## config.mk

```make
export PLATFORM = sky130hd
export DESIGN_NAME = qrpy_cordic_rot
export DESIGN_NICKNAME = d
export VERILOG_FILES = /design/src/rtl/qrpy_pkg.sv /design/src/rtl/qrpy_cordic_rot.sv
export SDC_FILE = /design/constraint.sdc
export NUM_CORES = 2
export LEC_CHECK = 0
export BUFFER_PORTS_ARGS = -buffer_cell sky130_fd_sc_hd__clkbuf_2
export CORE_AREA = 10 10 474 476
export CTS_CLUSTER_SIZE = 40
export DETAILED_ROUTE_END_ITERATION = 8
export DIE_AREA = 0 0 484 486
export GPL_ROUTABILITY_DRIVEN = 1
export HOLD_SLACK_MARGIN = 0.03
export PLACE_DENSITY = 0.75
export SYNTH_ARGS = -nofsm -noshare
export SYNTH_HDL_FRONTEND = slang
export SYNTH_SLANG_ARGS = --single-unit
```

## constraint.sdc

```tcl
create_clock -name clock -period 15.34 [get_ports clock]
set_input_delay 3.068 -clock clock [delete_from_list [all_inputs] [get_ports clock]]
set_output_delay 3.068 -clock clock [all_outputs]
set_load 0.01 [all_outputs]
```

## src/rtl/qrpy_pkg.sv

```systemverilog
// Shared types, constants and table functions for the quaternion to roll/pitch/yaw unit.
package qrpy_pkg;

   localparam int QUAT_W      = 16;
   localparam int OUT_W       = 16;
   localparam int ANGLE_BITS  = 16;
   localparam int ANG_W       = 32;
   localparam int VEC_W       = 40;
   localparam int ROT_W       = 34;
   localparam int CS_W        = 32;
   localparam int TAB_LEN     = 24;
   localparam int INV_GAIN_Q30 = 652032874;
   localparam logic [ANG_W-1:0] HALF_TURN = 32'h8000_0000;
   localparam logic signed [VEC_W-1:0] ONE_Q28 = 40'sd268435456;

   typedef struct packed {
      logic signed [QUAT_W-1:0] w;
      logic signed [QUAT_W-1:0] x;
      logic signed [QUAT_W-1:0] y;
      logic signed [QUAT_W-1:0] z;
   } quat_type;

   typedef struct packed {
      logic signed [VEC_W-1:0] x;
      logic signed [VEC_W-1:0] y;
      logic [ANG_W-1:0]        ang;
      logic                    zero;
   } vec_type;

   typedef struct packed {
      logic signed [ROT_W-1:0] x;
      logic signed [ROT_W-1:0] y;
      logic signed [ROT_W-1:0] a;
   } rot_type;

   // atan(2^-i) in turn units, 2^32 per turn
   function automatic logic [ANG_W-1:0] atan_turn(input int step);
      logic [ANG_W-1:0] v;
      case (step)
         0:  v = 32'd536870912;
         1:  v = 32'd316933406;
         2:  v = 32'd167458907;
         3:  v = 32'd85004756;
         4:  v = 32'd42667331;
         5:  v = 32'd21354465;
         6:  v = 32'd10679838;
         7:  v = 32'd5340245;
         8:  v = 32'd2670163;
         9:  v = 32'd1335087;
         10: v = 32'd667544;
         11: v = 32'd333772;
         12: v = 32'd166886;
         13: v = 32'd83443;
         14: v = 32'd41722;
         15: v = 32'd20861;
         16: v = 32'd10430;
         17: v = 32'd5215;
         18: v = 32'd2608;
         19: v = 32'd1304;
         20: v = 32'd652;
         21: v = 32'd326;
         22: v = 32'd163;
         23: v = 32'd81;
         default: v = '0;
      endcase
      return v;
   endfunction

   // round a turn angle to ANGLE_BITS, keep the low output bits
   function automatic logic [OUT_W-1:0] to_output(input logic [ANG_W-1:0] a);
      logic [ANG_W-1:0] sum;
      logic [ANG_W-1:0] shifted;
      sum     = a + (ANG_W'(1) << (31 - ANGLE_BITS));
      shifted = sum >> (ANG_W - ANGLE_BITS);
      return shifted[OUT_W-1:0];
   endfunction

endpackage

```

## src/rtl/qrpy_cordic_rot.sv

```systemverilog
// Pipelined CORDIC rotation: cos and sin in Q30 of an angle within a quarter turn.
module qrpy_cordic_rot
   import qrpy_pkg::*;
#(
   parameter int STEPS  = 16,
   parameter int SIDE_W = 1
) (
   input  logic                    clock,
   input  logic                    reset,
   input  logic                    en,
   input  logic                    in_valid,
   input  logic signed [ANG_W-1:0] in_angle,
   input  logic [SIDE_W-1:0]       in_side,
   output logic                    out_valid,
   output logic signed [CS_W-1:0]  out_cos,
   output logic signed [CS_W-1:0]  out_sin,
   output logic [SIDE_W-1:0]       out_side
);

   rot_type           r_ff    [STEPS+1];
   logic              val_ff  [STEPS+1];
   logic [SIDE_W-1:0] side_ff [STEPS+1];
   rot_type           pre_in;

   // start on the x axis, prescaled by the inverse gain
   always_comb begin
      pre_in.x = ROT_W'(INV_GAIN_Q30);
      pre_in.y = '0;
      pre_in.a = ROT_W'(in_angle);
   end

   always_ff @(posedge clock) begin
      if (reset) begin
         val_ff[0] <= 1'b0;
      end else if (en) begin
         val_ff[0] <= in_valid;
      end
   end

   always_ff @(posedge clock) begin
      if (en) begin
         r_ff[0]    <= pre_in;
         side_ff[0] <= in_side;
      end
   end

   for (genvar i = 0; i < STEPS; i++) begin : g_step
      localparam logic signed [ROT_W-1:0] ATAN_S = ROT_W'(atan_turn(i));
      logic signed [ROT_W-1:0] xi;
      logic signed [ROT_W-1:0] yi;
      logic signed [ROT_W-1:0] ai;
      logic signed [ROT_W-1:0] dx;
      logic signed [ROT_W-1:0] dy;
      rot_type                 r_in;

      always_comb begin
         xi = r_ff[i].x;
         yi = r_ff[i].y;
         ai = r_ff[i].a;
         dx = yi >>> i;
         dy = xi >>> i;
         if (ai >= 0) begin
            r_in.x = xi - dx;
            r_in.y = yi + dy;
            r_in.a = ai - ATAN_S;
         end else begin
            r_in.x = xi + dx;
            r_in.y = yi - dy;
            r_in.a = ai + ATAN_S;
         end
      end

      always_ff @(posedge clock) begin
         if (reset) begin
            val_ff[i+1] <= 1'b0;
         end else if (en) begin
            val_ff[i+1] <= val_ff[i];
         end
      end

      always_ff @(posedge clock) begin
         if (en) begin
            r_ff[i+1]    <= r_in;
            side_ff[i+1] <= side_ff[i];
         end
      end
   end

   assign out_valid = val_ff[STEPS];
   assign out_cos   = CS_W'(r_ff[STEPS].x);
   assign out_sin   = CS_W'(r_ff[STEPS].y);
   assign out_side  = side_ff[STEPS];

endmodule

```

== Word-level counts from Yosys, hierarchy flattened ==
Memories as Yosys holds them, arrays and structs flattened.
Index checks and enable logic that the tools add are counted.

* Register bits after elaboration: 0
* Memory bits (writable): 1768
* Bits of input ports: 37
* Output and inout bits: 66
* Word-level logic and storage cells: 170
* Memories: 3

{| class="wikitable"
|+ Memories
! memory !! depth !! bits a word !! read ports !! clocked after Yosys merged registers in !! write ports !! line !! text
|-
| r_ff || 17 || 102 || 17 || 0 || 17 || qrpy_cordic_rot.sv:20 || <nowiki>rot_type r_ff [STEPS+1];</nowiki>
|-
| side_ff || 17 || 1 || 17 || 0 || 17 || qrpy_cordic_rot.sv:22 || <nowiki>logic [SIDE_W-1:0] side_ff [STEPS+1];</nowiki>
|-
| val_ff || 17 || 1 || 17 || 0 || 17 || qrpy_cordic_rot.sv:21 || <nowiki>logic val_ff [STEPS+1];</nowiki>
|}

* Add/subtract/negate cells: 95
* Magnitude comparators: 16
* Muxes and demuxes: 39
* Bitwise logic cells: 17

{| class="wikitable"
|+ Operators by type and width
! kind !! number
|-
| $mux 102 || 16
|-
| $ge 34x1->1 const B || 16
|-
| $add 34x19->34 || 2
|-
| $add 34x20->34 || 2
|-
| $add 34x21->34 || 2
|-
| $add 34x22->34 || 2
|-
| $add 34x23->34 || 2
|-
| $add 34x24->34 || 2
|-
| $add 34x25->34 || 2
|-
| $add 34x26->34 || 2
|-
| $add 34x27->34 || 2
|-
| $add 34x28->34 || 2
|-
| $add 34x29->34 || 2
|-
| $add 34x30->34 || 2
|-
| $add 34x31->34 || 2
|-
| $add 34x32->34 || 2
|-
| $add 34x33->34 || 2
|-
| $sub 34x19->34 || 2
|-
| $sub 34x20->34 || 2
|-
| $sub 34x21->34 || 2
|-
| $sub 34x22->34 || 2
|-
| $sub 34x23->34 || 2
|-
| $sub 34x24->34 || 2
|-
| $sub 34x25->34 || 2
|-
| 44 further kinds || 91
|}

== Depth between registers and ports, before layout ==
* Depth in word-level cells: 4
* Gate-level depth with buffers: 25
* Depth with buffers taken out: 23

== Least setup slack after synthesis ==
No wires, ideal clock.

* Kind: register to register
* From: memory r_ff[0][543] (netlist bit)
* To: memory r_ff[0][645] (netlist bit) (data pin)
* Library setup time: 0.260 ns
* Arrival: 5.321 ns
* Required time: 15.080 ns
* Setup slack: 9.759 ns
* Cell stages (with the launch flop): 24
* Path buffers: 3
* Period minus slack after synthesis: 5.581 ns
* Path through: edfxtp_1 > inv_1 > ha_1 > nor4b_1 > nand4_1 > nor4_1 > and4_1 > nor2_1 > inv_1 > clkbuf_1 > clkbuf_1 > ha_1 > clkbuf_1 > a21oi_1 > nand2_1 > a211oi_1 > nand2_1 > o2111a_1 > o41ai_4 > o2111a_1 > nor3_1 > a2111oi_0 > a21oi_1 > xor2_1

{| class="wikitable"
|+ RTL lines
! element !! line
|-
| start, declared || qrpy_cordic_rot.sv:20
|}

==> impl_metrics.py <==
metrics = {
    "run_status": {
        "status": "completed",
    },
    "yosys": {
        "muxShareOfSynthArea_pct": 0.513,
        "synth-simple-area-share_pct": 13.6,
        "syn-instance-count": 12948,
        "avgSynthCellArea_um2": 9.73,
        "yosysWarnings": 0,
        "synth_edf_count": 1534,
        "ys_seq_elements": 1534,
        "async_reset_ff_share_pct": 0,
        "synth_compound_area_share_pct": 19.6,
        "ys_seq_area_share_pct": 36.6,
        "syn_area_um2": 126000,
        "yosysUniqueCellTypes": 101,
        "synth_top_area_share_pct": 36.6,
        "synth_adder_area_share_pct": 14.7,
        "synth_xor_area_share_pct": 12.8,
        "synth_top_area_cell": "edfxtp_1",
        "synth_top_family_by_area": "compound AO/OA/AOI/OAI gates",
        "synth_flop_cell": "edfxtp_1",
        "synthTopCellsByArea": "edfxtp_1, ha_1, xnor2_1",
        "synthesis.nets": 14436,
    },
    "floorplanning": {
        "die_height_um": 486,
        "rows": 171,
        "start_util_pct": 58.4,
        "die_area_um2": 235000,
        "die_w_um": 484,
        "core_um2": 216000,
        "ioPinCount": 103,
    },
    "timing": {
        "period_share_pct": 44.4,
        "worstMarginPinSlew_ps": 1220,
        "hold_ws_ps": 412,
        "fin_crit_ps": 6820,
        "rsz0062_at_grt": "false",
        "clock-skew-final_ps": 31.9,
        "finalHoldViolCount": 0,
        "max-slew-margin-rel_pct": 17.7,
        "drv_slew": 0,
        "report.final.setup_viol": 0,
        "fmax_ghz": 0.147,
        "finalSetupTns_ps": 0,
    },
    "finish": {
        "fill_cells": 17694,
        "final_area_um2": 136000,
        "layout-drive-gt1-share_pct": 4.68,
        "final_nets": 14605,
        "syn_to_final_growth_pct": 7.84,
    },
    "clock_tree": {
        "cts_hold_buf": 0,
        "clock-sinks": 1534,
        "clkSlewWorstSetupHoldPaths_ps": 60,
        "htree_num_levels": 4,
        "clock_path_buffers": 3,
        "clk_latency_ps": 870,
        "cts_buffers": 176,
        "cts_tree": "done",
        "cts_resized": 0,
        "clockRootBuffer": "clkbuf_16",
        "post_cts_buffers": 0,
    },
    "place": {
        "hpwl_mm": 267,
        "placed_area_um2": 130000,
        "io_buffers": 102,
        "globalplace.congestion": 0.957,
    },
    "worst_hold_path": {
        "hold_path_end": "r_ff[0][122]",
        "hp-class": "reg -> reg",
        "min_path_cells": 0,
        "hold_path_startpoint": "r_ff[0][20]",
    },
    "worst_setup_path": {
        "r2r_slack_ps": 8520,
        "critical_path.top_delay_family": "compound AO/OA/AOI/OAI gates",
        "r2r-end": "r_ff[0][815]",
        "rr_startpoint": "r_ff[0][645]",
        "critPathLaunchType": "register",
        "worstSetupPathType": "reg -> reg",
        "crit_required_ps": 15960,
        "max_stage_delay_ps": 1000,
        "r2r_cells": 23,
        "critPathMaxFanout": 43,
        "critPathSlowestCell": "o311ai_0",
        "cp_num_buf_inv": 3,
        "cp.arrival_ps": 7430,
        "cp-end-kind": "register",
        "crit_chain": "inv_1 -> ha_1 -> nor4b_1 -> nand4_1 -> nor4_1 -> and4_1 -> nor2_4 -> inv_2 -> buf_4 -> nor2_1 -> xnor2_1 -> ha_1 -> o21a_1 -> o31a_1 -> o311ai_0 -> nand3_1 -> nand2_1 -> o41ai_1 -> o41a_1 -> a21o_1 -> a211o_1 -> a21oi_1 -> xnor2_1",
    },
    "detailed_routing": {
        "first_pass_iters": 8,
        "wl_per_cell_um": 20.9,
        "via_per_inst": 6.24,
        "drt_iter0_drc": 7946,
        "wl_mm": 336,
        "vias": 100613,
        "drcViolationCount": 0,
        "antenna_left": 0,
    },
    "run": {
        "drv_cap": 0,
    },
    "global_routing": {
        "grt_max_degree": 201,
        "use_met2_pct": 47.7,
        "grt_antenna_before_repair": 2,
        "grt-ovfl-total": 0,
        "grt_use_met1_pct": 35.2,
        "grt_pass1_wl_mm": 529,
        "busiest_layer": "met2",
        "grt_pass1_vias": 97350,
        "met3_usage_pct": 3.19,
        "grt_usage_pct": 27.5,
    },
}
[cells in the final DEF, fill, tap and decap left out, types with 154 or more instances in the layout]
| master | count |
|---|---|
| ha_1 | 1404 |
| o21a_1 | 223 |
| a21o_1 | 515 |
| o21ai_0 | 741 |
| nand3_1 | 227 |
| nor2b_1 | 164 |
| edfxtp_1 | 1534 |
| nand2b_1 | 215 |
| nor2_1 | 899 |
| a21oi_1 | 1201 |
| o21bai_1 | 167 |
| o31ai_1 | 212 |
| inv_1 | 560 |
| nor4_1 | 154 |
| nor3_1 | 311 |
| xor2_1 | 613 |
| xnor2_1 | 1229 |
| nand2_1 | 806 |
| clkbuf_16 | 177 |
[per-layer routing]
layer	part of all wire, %	up-vias
li1	-	48851
met1	42	47937
met2	48	3161
met4	3.9	0
met3	5.6	664
met5	0	-
[worst reg2reg max path: stages, from the launching register on]
cell and delay (ps):
edfxtp_1 380, inv_1 140, ha_1 230, nor4b_1 450
nand4_1 160, nor4_1 410, and4_1 320, nor2_4 100
inv_2 60, buf_4 500, nor2_1 210, xnor2_1 170
ha_1 350, o21a_1 200, o31a_1 130, o311ai_0 1000
nand3_1 200, nand2_1 250, o41ai_1 160, o41a_1 400
a21o_1 220, a211o_1 260, a21oi_1 180, xnor2_1 90
[flip-flops by register name, indices dropped and copies added, names as in the netlist]
| register | cells |
|---|---|
| side_ff | 17 |
| val_ff | 17 |
| r_ff | 1500 |
[through the flow]
stage / cells / setup WS, ps / util (%)
2_1_floorplan: 12948 / 9760 / -
3_3_place_gp: 15793 / 8750 / 60.3
3_5_place_dp: 15793 / 8570 / 60.3
4_1_cts: 16113 / 8550 / 63.0
5_1_grt: 16114 / 7970 / 63.0
6_report: 16115 / 8520 / 63.0
[worst max-delay path by stage]
| stage | startpoint | depth (start not counted) | to |
|---|---|---|---|
| 5_1_grt | r_ff[0][543] | 24 | r_ff[0][676] |
| 2_1_floorplan | r_ff[0][543] | 23 | r_ff[0][645] |
| 4_1_cts | r_ff[0][510] | 22 | r_ff[0][678] |
| 3_3_place_gp | r_ff[0][510] | 22 | r_ff[0][676] |
| 3_5_place_dp | r_ff[0][510] | 22 | r_ff[0][678] |
| 6_report | r_ff[0][645] | 23 | r_ff[0][815] |
[synth_stat cells (81+ instances only)]
master    number
o21ai_0      741
a21o_1       515
clkbuf_1     136
nand2_1      806
nand3_1      227
nor2_1       911
xnor2_1     1229
xor2_1       613
ha_1        1404
nor3_1       311
o31ai_1      212
and2_1        81
nor4_1       154
edfxtp_1    1534
a31oi_1      100
a211oi_1     100
or3_1        144
o21a_1       223
nand4_1      104
nand2b_1     215
o21bai_1     167
nor2b_1      164
and3_1       108
a21oi_1     1201
inv_1        562
[area by class of cell]
cell class,count,area (µm²),area share (%)
Clock inverter,126,1370,1.01
Antenna cell,2,5.00,0.00368
Clock buffer,194,4490,3.31
Tap cell,2854,3570,2.63
Sequential cell,1534,46100,33.9
Inverter,569,2140,1.57
Timing Repair Buffer,151,956,0.703
Multi-Input combinational cell,10685,77300,56.9
[cell families (layout without fill, tap and decap cells)]
logic type | Yosys count | in the layout
other cells | 1 | 3
flops | 1534 | 1534
buf+inv | 729 | 1040
simple gates | 3472 | 3472
fa+ha+maj | 1451 | 1451
compound gates | 3857 | 3857
mux | 61 | 61
xor+xnor | 1843 | 1843
Power is not shown: default switching activity piles up to over one toggle a cycle in this logic, so the estimate is an artifact.
